File: src/gffrp_pkg.sv
`timescale 1ns / 1ps
// ----------------------------------------------------------------------------
// gffrp_pkg
// shared constants, codes and controller/datapath interface types for the
// first-fit rectangle placer
// ----------------------------------------------------------------------------
package gffrp_pkg;

    // table depth, candidate grid pitch and largest atlas side
    localparam int MAX_RECTS = 64;
    localparam int GRID_STEP = 32;
    localparam int MAX_DIM   = 8192;

    localparam int IDX_W     = (MAX_RECTS > 1) ? $clog2(MAX_RECTS) : 1;
    localparam int CNT_W     = $clog2(MAX_RECTS + 1);
    localparam int DIM_W     = 14;
    localparam int POS_W     = 13;
    localparam int LIM_W     = 7;
    localparam int CFG_W     = 14;
    localparam int REG_IDX_W = 2;

    // configuration register indexes
    localparam logic [REG_IDX_W-1:0] REG_ATLAS_WIDTH  = 2'd0;
    localparam logic [REG_IDX_W-1:0] REG_ATLAS_HEIGHT = 2'd1;
    localparam logic [REG_IDX_W-1:0] REG_ENTRY_LIMIT  = 2'd2;

    // register reset values
    localparam logic [DIM_W-1:0] ATLAS_RESET = 14'd2048;
    localparam logic [LIM_W-1:0] LIMIT_RESET = 7'd64;

    typedef enum logic [1:0] {
        CAUSE_OK,
        CAUSE_FULL,
        CAUSE_LARGE,
        CAUSE_NOSPOT
    } t_cause;

    typedef enum logic [1:0] {
        ST_IDLE,
        ST_CHECK,
        ST_SCAN,
        ST_FINISH
    } t_state;

    // controller to datapath
    typedef struct packed {
        logic   load;
        logic   step;
        logic   commit;
        logic   emit;
        t_cause cause;
    } t_cmd;

    // datapath to controller
    typedef struct packed {
        logic full;
        logic too_large;
        logic spot_free;
        logic last_corner;
        logic out_free;
    } t_status;

endpackage

File: src/gffrp_ctrl.sv
`timescale 1ns / 1ps
// ----------------------------------------------------------------------------
// gffrp_ctrl
// sequencer: checks, corner scan, result hand-off
// ----------------------------------------------------------------------------
module gffrp_ctrl import gffrp_pkg::*; (
    input  logic    i_clk,
    input  logic    i_rst_n,
    input  logic    i_in_valid,
    input  t_status i_status,
    output t_cmd    o_cmd,
    output logic    o_busy
);

    t_state r_state, n_state;
    t_cause r_cause, n_cause;

    always_ff @(posedge i_clk) begin
        if (!i_rst_n) begin
            r_state <= ST_IDLE;
            r_cause <= CAUSE_OK;
        end else begin
            r_state <= n_state;
            r_cause <= n_cause;
        end
    end

    always_comb begin
        n_state = r_state;
        n_cause = r_cause;
        o_cmd   = '0;
        o_cmd.cause = r_cause;
        case (r_state)
            ST_IDLE: begin
                if (i_in_valid) begin
                    o_cmd.load = 1'b1;
                    n_state    = ST_CHECK;
                end
            end
            ST_CHECK: begin
                // table full wins over size
                if (i_status.full) begin
                    n_cause = CAUSE_FULL;
                    n_state = ST_FINISH;
                end else if (i_status.too_large) begin
                    n_cause = CAUSE_LARGE;
                    n_state = ST_FINISH;
                end else begin
                    n_state = ST_SCAN;
                end
            end
            ST_SCAN: begin
                if (i_status.spot_free) begin
                    o_cmd.commit = 1'b1;
                    n_cause      = CAUSE_OK;
                    n_state      = ST_FINISH;
                end else if (i_status.last_corner) begin
                    n_cause = CAUSE_NOSPOT;
                    n_state = ST_FINISH;
                end else begin
                    o_cmd.step = 1'b1;
                end
            end
            ST_FINISH: begin
                if (i_status.out_free) begin
                    o_cmd.emit = 1'b1;
                    n_state    = ST_IDLE;
                end
            end
            default: begin
                n_state = ST_IDLE;
            end
        endcase
    end

    assign o_busy = (r_state != ST_IDLE);

endmodule

File: src/gffrp_datapath.sv
`timescale 1ns / 1ps
// ----------------------------------------------------------------------------
// gffrp_datapath
// config registers, rectangle table lanes, corner counters, output register
// ----------------------------------------------------------------------------
module gffrp_datapath import gffrp_pkg::*; (
    input  logic                 i_clk,
    input  logic                 i_rst_n,
    input  logic                 i_cfg_we,
    input  logic [REG_IDX_W-1:0] i_cfg_index,
    input  logic [CFG_W-1:0]     i_cfg_data,
    input  logic [DIM_W-1:0]     i_rect_width,
    input  logic [DIM_W-1:0]     i_rect_height,
    input  t_cmd                 i_cmd,
    output t_status              o_status,
    input  logic                 i_out_stall,
    output logic                 o_out_valid,
    output logic                 o_placed,
    output logic [POS_W-1:0]     o_pos_x,
    output logic [POS_W-1:0]     o_pos_y,
    output t_cause               o_fail_cause
);

    logic [DIM_W-1:0] r_atlas_w, r_atlas_h;
    logic [LIM_W-1:0] r_entry_limit;

    logic [DIM_W-1:0] r_rw, r_rh;
    logic [POS_W-1:0] r_x, r_y;
    logic [CNT_W-1:0] r_count;

    // one lane per stored rectangle: left, top, right edge, bottom edge
    logic [POS_W-1:0] r_xs [MAX_RECTS];
    logic [POS_W-1:0] r_ys [MAX_RECTS];
    logic [DIM_W-1:0] r_xe [MAX_RECTS];
    logic [DIM_W-1:0] r_ye [MAX_RECTS];

    logic             r_out_valid, r_out_placed;
    logic [POS_W-1:0] r_out_x, r_out_y;
    t_cause           r_out_cause;

    logic [DIM_W-1:0] w_aw, w_ah, w_xmax, w_ymax, w_next_x, w_next_y;
    logic [CNT_W-1:0] w_limit;
    logic [DIM_W:0]   w_cand_xe, w_cand_ye;
    logic [MAX_RECTS-1:0] w_hit;

    // configuration
    always_ff @(posedge i_clk) begin
        if (!i_rst_n) begin
            r_atlas_w     <= ATLAS_RESET;
            r_atlas_h     <= ATLAS_RESET;
            r_entry_limit <= LIMIT_RESET;
        end else if (i_cfg_we) begin
            case (i_cfg_index)
                REG_ATLAS_WIDTH:  r_atlas_w     <= i_cfg_data[DIM_W-1:0];
                REG_ATLAS_HEIGHT: r_atlas_h     <= i_cfg_data[DIM_W-1:0];
                REG_ENTRY_LIMIT:  r_entry_limit <= i_cfg_data[LIM_W-1:0];
                default: ;
            endcase
        end
    end

    // saturated atlas size and entry limit
    assign w_aw    = (int'(r_atlas_w) > MAX_DIM) ? DIM_W'(MAX_DIM) : r_atlas_w;
    assign w_ah    = (int'(r_atlas_h) > MAX_DIM) ? DIM_W'(MAX_DIM) : r_atlas_h;
    assign w_limit = (int'(r_entry_limit) > MAX_RECTS) ? CNT_W'(MAX_RECTS)
                                                       : CNT_W'(r_entry_limit);

    // scan bounds, only meaningful once the size check has passed
    assign w_xmax   = w_aw - r_rw;
    assign w_ymax   = w_ah - r_rh;
    assign w_next_x = DIM_W'(r_x) + DIM_W'(GRID_STEP);
    assign w_next_y = DIM_W'(r_y) + DIM_W'(GRID_STEP);

    assign w_cand_xe = (DIM_W+1)'(r_x) + (DIM_W+1)'(r_rw);
    assign w_cand_ye = (DIM_W+1)'(r_y) + (DIM_W+1)'(r_rh);

    // overlap test in every occupied lane
    always_comb begin
        for (int i = 0; i < MAX_RECTS; i++) begin
            w_hit[i] = (CNT_W'(i) < r_count) &&
                       !((DIM_W'(r_x) >= r_xe[i]) ||
                         (w_cand_xe <= (DIM_W+1)'(r_xs[i])) ||
                         (DIM_W'(r_y) >= r_ye[i]) ||
                         (w_cand_ye <= (DIM_W+1)'(r_ys[i])));
        end
    end

    assign o_status.full        = (r_count >= w_limit);
    assign o_status.too_large   = (r_rw == '0) || (r_rh == '0) ||
                                  (r_rw > w_aw) || (r_rh > w_ah);
    assign o_status.spot_free   = ~|w_hit;
    assign o_status.last_corner = (w_next_x > w_xmax) && (w_next_y > w_ymax);
    assign o_status.out_free    = !r_out_valid || !i_out_stall;

    // item capture and corner walk
    always_ff @(posedge i_clk) begin
        if (i_cmd.load) begin
            r_rw <= i_rect_width;
            r_rh <= i_rect_height;
            r_x  <= '0;
            r_y  <= '0;
        end else if (i_cmd.step) begin
            if (w_next_x <= w_xmax) begin
                r_x <= w_next_x[POS_W-1:0];
            end else begin
                r_x <= '0;
                r_y <= w_next_y[POS_W-1:0];
            end
        end
    end

    // table append
    always_ff @(posedge i_clk) begin
        if (i_cmd.commit) begin
            r_xs[r_count[IDX_W-1:0]] <= r_x;
            r_ys[r_count[IDX_W-1:0]] <= r_y;
            r_xe[r_count[IDX_W-1:0]] <= w_cand_xe[DIM_W-1:0];
            r_ye[r_count[IDX_W-1:0]] <= w_cand_ye[DIM_W-1:0];
        end
    end

    always_ff @(posedge i_clk) begin
        if (!i_rst_n) begin
            r_count <= '0;
        end else if (i_cmd.commit) begin
            r_count <= r_count + 1'b1;
        end
    end

    // result register
    always_ff @(posedge i_clk) begin
        if (!i_rst_n) begin
            r_out_valid <= 1'b0;
        end else if (i_cmd.emit) begin
            r_out_valid <= 1'b1;
        end else if (!i_out_stall) begin
            r_out_valid <= 1'b0;
        end
    end

    always_ff @(posedge i_clk) begin
        if (i_cmd.emit) begin
            r_out_placed <= (i_cmd.cause == CAUSE_OK);
            r_out_x      <= (i_cmd.cause == CAUSE_OK) ? r_x : '0;
            r_out_y      <= (i_cmd.cause == CAUSE_OK) ? r_y : '0;
            r_out_cause  <= i_cmd.cause;
        end
    end

    assign o_out_valid  = r_out_valid;
    assign o_placed     = r_out_placed;
    assign o_pos_x      = r_out_x;
    assign o_pos_y      = r_out_y;
    assign o_fail_cause = r_out_cause;

    a_count_bound: assert property (@(posedge i_clk) disable iff (!i_rst_n)
        int'(r_count) <= MAX_RECTS)
        else $error("rectangle count beyond table depth");

    a_commit_count: assert property (@(posedge i_clk) disable iff (!i_rst_n)
        i_cmd.commit |=> r_count == $past(r_count) + 1'b1)
        else $error("append did not advance count");

    a_commit_legal: assert property (@(posedge i_clk) disable iff (!i_rst_n)
        i_cmd.commit |-> (o_status.spot_free && !o_status.full))
        else $error("append into a full table or onto an occupied spot");

    a_emit_free: assert property (@(posedge i_clk) disable iff (!i_rst_n)
        i_cmd.emit |-> o_status.out_free)
        else $error("pending result overwritten");

    a_step_bound: assert property (@(posedge i_clk) disable iff (!i_rst_n)
        i_cmd.step |-> !o_status.last_corner)
        else $error("corner walk stepped past the last corner");

endmodule

File: src/grid_first_fit_rect_placer.sv
`timescale 1ns / 1ps
// ----------------------------------------------------------------------------
// grid_first_fit_rect_placer
// first-fit rectangle placement into a 2d atlas on a fixed corner grid
// ----------------------------------------------------------------------------
//  channel  | direction | handshake                 | word
//  ---------+-----------+---------------------------+------------------------------
//  in       | input     | i_in_valid / o_in_stall   | rect_width, rect_height
//  out      | output    | o_out_valid / i_out_stall | placed, pos_x, pos_y, fail_cause
//  cfg      | input     | i_cfg_we (no wait)        | i_cfg_index, i_cfg_data
//
//  steps: capture, check, corner scan, hand-off; a full table or an oversized
//    rectangle skips the scan and goes straight from the check to the hand-off
//  the corner scan sets the rate: each cycle one corner is tested against all
//    stored rectangles at once, one comparator lane per table entry
//  reset: synchronous, clears the count and restores the register defaults;
//    no clearing pass, lanes above the count are simply ignored
//  stalls: o_in_stall is high while an item is in work; a finished result waits
//    in the output register and the next word may be taken meanwhile
// ----------------------------------------------------------------------------
module grid_first_fit_rect_placer import gffrp_pkg::*; (
    input  logic                 i_clk,
    input  logic                 i_rst_n,
    // configuration writes
    input  logic                 i_cfg_we,
    input  logic [REG_IDX_W-1:0] i_cfg_index,
    input  logic [CFG_W-1:0]     i_cfg_data,
    // rectangle request
    input  logic                 i_in_valid,
    output logic                 o_in_stall,
    input  logic [DIM_W-1:0]     i_rect_width,
    input  logic [DIM_W-1:0]     i_rect_height,
    // placement result
    output logic                 o_out_valid,
    input  logic                 i_out_stall,
    output logic                 o_placed,
    output logic [POS_W-1:0]     o_pos_x,
    output logic [POS_W-1:0]     o_pos_y,
    output logic [1:0]           o_fail_cause
);

    t_cmd    w_cmd;
    t_status w_status;
    logic    w_busy;
    t_cause  w_cause;

    // sequencer: capture, limit/size checks, corner walk, hand-off
    gffrp_ctrl u_ctrl (
        .i_clk      (i_clk),
        .i_rst_n    (i_rst_n),
        .i_in_valid (i_in_valid),
        .i_status   (w_status),
        .o_cmd      (w_cmd),
        .o_busy     (w_busy)
    );

    // table lanes, corner counters and the result register
    gffrp_datapath u_datapath (
        .i_clk         (i_clk),
        .i_rst_n       (i_rst_n),
        .i_cfg_we      (i_cfg_we),
        .i_cfg_index   (i_cfg_index),
        .i_cfg_data    (i_cfg_data),
        .i_rect_width  (i_rect_width),
        .i_rect_height (i_rect_height),
        .i_cmd         (w_cmd),
        .o_status      (w_status),
        .i_out_stall   (i_out_stall),
        .o_out_valid   (o_out_valid),
        .o_placed      (o_placed),
        .o_pos_x       (o_pos_x),
        .o_pos_y       (o_pos_y),
        .o_fail_cause  (w_cause)
    );

    // one item in work at a time; stall comes straight from the state register
    assign o_in_stall   = w_busy;
    assign o_fail_cause = w_cause;

endmodule

File: config.mk
export PLATFORM = sky130hd
export DESIGN_NAME = grid_first_fit_rect_placer
export DESIGN_NICKNAME = d
export VERILOG_FILES = /design/src/gffrp_pkg.sv /design/src/gffrp_ctrl.sv /design/src/gffrp_datapath.sv /design/src/grid_first_fit_rect_placer.sv
export SDC_FILE = /design/constraint.sdc
export NUM_CORES = 2
export LEC_CHECK = 0
export BUFFER_PORTS_ARGS = -buffer_cell sky130_fd_sc_hd__buf_4
export CAP_MARGIN = 20
export CORE_ASPECT_RATIO = 0.9
export CORE_UTILIZATION = 35
export DETAILED_ROUTE_END_ITERATION = 6
export GPL_ROUTABILITY_DRIVEN = 0
export REMOVE_ABC_BUFFERS = 1
export SYNTH_ARGS = -nofsm -noshare
export SYNTH_HDL_FRONTEND = slang
export SYNTH_SLANG_ARGS = --single-unit
export TNS_END_PERCENT = 20
File: constraint.sdc
create_clock -name i_clk -period 14.6 [get_ports i_clk]
set_clock_uncertainty 0.2 [all_clocks]
set_input_delay 1.46 -clock i_clk [delete_from_list [all_inputs] [get_ports i_clk]]
set_output_delay 1.46 -clock i_clk [all_outputs]
set_load 0.02 [all_outputs]
==> flow_metrics.py <==
metrics = {
    "timing": {
        "fin_crit_sh_pct": 69.1,
        "worstMarginPinSlew_ns": 1.25,
        "hold_viol": 0,
        "finalMaxSlewViolations": 0,
        "final-setup-viol-count": 0,
        "relSlewSlack_pct": 16.5,
        "setup_ws_ns": 4.51,
        "max_freq_mhz": 99.1,
        "fin_hold_ws_ns": 0.268,
        "rsz0062_at_grt": "false",
        "min_period_ns": 10.09,
    },
    "floorplanning": {
        "ioPinCount": 80,
        "core_mm2": 0.415,
        "dieHeight_um": 616,
        "die_width_um": 684,
        "die_area_mm2": 0.421,
        "rows": 224,
        "start_util_pct": 35.3,
    },
    "synth": {
        "syn_inst": 11263,
        "postSynth.asyncResetShare_pct": 0,
        "ys_seq_area_share_pct": 59.6,
        "yosys.area.top_type_share_pct": 58.7,
        "ys_ff_latch": 2926,
        "ys_warn_count": 0,
        "synthesis.area_mm2": 0.146,
        "synth_area_per_cell_um2": 13.0,
        "synth_edf_count": 2863,
        "synthTopCellsByArea": "edfxtp_1 59%, ha_1 18%, inv_1 5.6%, a21oi_1 1.8%, o21ai_0 1.5%",
        "synth_largest_area_cell": "edfxtp_1",
        "synth-main-ff-cell": "edfxtp_1",
        "synth.distinct_cells": 97,
    },
    "global_route": {
        "grt_pass1_wl_mm": 640,
        "antenna_found_initial": 57,
        "grtUsageTotal_pct": 20.9,
        "grt_max_degree": 76,
        "grt_pass1_vias": 89445,
        "grt-ovfl-total": 0,
    },
    "place": {
        "port_buffers": 69,
        "dpl_cell_area_mm2": 0.157,
        "place_ws_ns": 4.65,
        "hpwl_mm": 257,
    },
    "detailed_routing": {
        "routedWlPerCell_um": 25.7,
        "vias": 95191,
        "drt_iter0_drc": 12652,
        "antenna_left": 0,
        "routed-wl-met3_mm": 43.8,
        "met1_length_mm": 199,
        "wl_met2_mm": 196,
        "route.final.wire_length_mm": 453,
        "avgViaCountPerCell": 5.40,
        "drc": 1,
        "routed.top_layer": "met5",
        "firstDrtPassIters": 7,
    },
    "outcome": {
        "status": "finished, violations left",
        "violations": "DRC",
    },
    "critical_path": {
        "worstReg2RegStart": "u_datapath.r_x[6]$_SDFFE_PP0P_",
        "worstSetupStartpointType": "flip-flop",
        "path_max_fanout": 74,
        "r2r-end": "u_datapath.r_ys[37][12]$_DFFE_PP_",
        "worst-endpoint-required_ns": 14.91,
        "rr_worst_depth": 22,
        "critical_path_class": "flip-flop to flip-flop",
        "crit_arrival_ns": 10.40,
        "critPathCaptureType": "flip-flop",
        "regToRegSetupSlack_ns": 4.51,
    },
    "pwr": {
        "ir_drop_uv": 157,
        "p_leak_nw": 69.9,
        "p_per_area_mw_per_mm2": 133,
    },
    "cts": {
        "cts_buffers": 310,
        "cts_tree": "yes",
        "cts.sinks": 2926,
        "clk_latency_ns": 0.88,
        "clockRootBuffer": "clkbuf_16",
        "post_cts.repair.setup_buffers": 0,
        "postCtsHoldBufs": 0,
        "clk_pin_slew_ns": 0.06,
        "cts_resized": 0,
        "cts_buffer_depth": 4,
        "htreeDepth": 5,
    },
    "final_layout": {
        "nets": 14024,
        "fin_area_mm2": 0.166,
        "final_common_cell": "edfxtp_1",
        "mostFrequentLayoutCells": "2,863 x edfxtp_1, 2,185 x inv_1, 2,123 x ha_1, 527 x a21oi_1, 448 x o21ai_0",
        "syn2layout_area_growth_pct": 13.7,
        "drive_above_1_share_pct": 8.02,
    },
    "run": {
        "drv_cap": 0,
    },
    "min_path": {
        "min_from": "u_datapath.r_atlas_h[2]$_SDFFE_PN0P_",
        "hp-class": "flip-flop to flip-flop",
        "hold_end": "u_datapath.r_atlas_h[2]$_SDFFE_PN0P_",
        "hold_depth": 2,
    },
}
## worst max path at each step
stage | end | cells past startpoint | startpoint
after global placement | u_datapath.r_ye[37][1]$_DFFE_PP_ | 22 | u_datapath.r_x[6]$_SDFFE_PP0P_
final | u_datapath.r_ys[37][12]$_DFFE_PP_ | 22 | u_datapath.r_x[6]$_SDFFE_PP0P_
after detailed placement | u_datapath.r_ye[37][6]$_DFFE_PP_ | 22 | u_datapath.r_x[6]$_SDFFE_PP0P_
after floorplan | u_datapath.r_xe[48][0]$_DFFE_PP_ | 20 | u_datapath.r_x[8]$_SDFFE_PP0P_
after CTS | u_datapath.r_ye[37][7]$_DFFE_PP_ | 22 | u_datapath.r_x[6]$_SDFFE_PP0P_
after global routing | u_datapath.r_xs[25][9]$_DFFE_PP_ | 22 | u_datapath.r_x[6]$_SDFFE_PP0P_
## power breakdown
group	internal (mW)	leakage, nW	total [mW]	switching, mW
clock network	4.38	4.69	7.71	3.34
registers	9.68	26.3	9.75	0.0671
logic	1.29	38.9	4.71	3.42
total	15.3	69.9	22.2	6.82
## per-stage QoR
stage           TNS, ns  instances  utilization, %  power, mW
6_report              0      17637            40.1       22.2
5_1_grt               0      17622            40.1       22.9
4_1_cts               0      17621            40.1       22.2
3_5_place_dp          0      17071            37.8       14.5
3_3_place_gp          0      17067            37.8       14.5
2_1_floorplan  -5275.77      11178               -       12.3
## critical path: stages (launching register included)
cell and delay [ns]:
dfxtp_4 0.69, ha_1 0.36, a21oi_2 0.12, o22ai_1 0.46, o21a_1 0.25, nor2_1 0.10, xnor2_2 0.78, buf_12 0.58
ha_1 0.37, o21ai_0 0.18, nor2_1 0.06, a211oi_1 0.19, o21ai_0 0.10, o211ai_1 0.31, a211oi_1 0.27, a2111oi_0 0.87
nand4_1 0.44, nor4_2 0.67, nand3_4 0.36, buf_4 0.43, buf_4 0.47, nor3_2 0.68, buf_4 0.54
## final cells by class
type | instances | area [um2]
Sequential cell | 2926 | 87300
Inverter | 2186 | 8210
Timing Repair Buffer | 357 | 3180
Clock inverter | 153 | 1320
Antenna cell | 15 | 37.5
Clock buffer | 397 | 8270
Fill cell | 38595 | 249000
Tap cell | 5537 | 6930
Multi-Input combinational cell | 6066 | 51200
## cell usage after synthesis, types with 45 or more instances
master        n
a2111oi_0    50
a211oi_1    142
clkbuf_1     58
o21ai_0     449
nand2_1     294
nand4_1     267
inv_1      2186
a21o_1      120
ha_1       2125
nor3_1      247
nor2b_1      96
nand3_1     112
nor2_1      340
nand2b_1     55
a21oi_1     532
dfxtp_1      63
o21a_1      127
o211ai_1     97
a31oi_1      45
nor4_1      136
nand4b_1     47
edfxtp_1   2863
## state kept, by name, summed over array words and instances, names as in the netlist
name and count:
u_datapath.o_placed 1, u_ctrl.r_cause 2, u_datapath.r_rw 14, u_datapath.r_xs 512, u_datapath.o_out_valid 1, u_datapath.r_xe 896
u_datapath.r_x 8, u_datapath.r_rh 14, u_datapath.r_atlas_w 14, u_datapath.o_pos_x 8, u_datapath.r_entry_limit 7, u_datapath.o_fail_cause 2
u_datapath.r_ys 512, u_datapath.o_pos_y 8, u_datapath.r_count 7, u_ctrl.r_state 2, u_datapath.r_y 8, u_datapath.r_ye 896
u_datapath.r_atlas_h 14
## logic make-up (layout without fill, tap and decap cells)
logic type                 Yosys count  count (layout)  share of synthesized area [%]
and+or+nand+nor                   1854            1854                           6.90
other                                1              25                        0.00256
DFF                               2926            2926                           59.6
adders and majority gates         2128            2128                           18.2
buffers and inverters             2280            3093                           5.91
xor gates and xnor gates            45              45                          0.269
muxes                                6               6                         0.0410
AOI/OAI and AO/OA                 2023            2023                           9.08
## layer usage
| layer | vias to the layer above | global-route usage (%) |
|---|---|---|
| met5 | - | 0 |
| met4 | 8 | 5.93 |
| met3 | 677 | 3.02 |
| met2 | 4390 | 32.0 |
| met1 | 47057 | 30.8 |
| li1 | 43059 | - |
No activity file was read; power rests on OpenSTA's default activity.
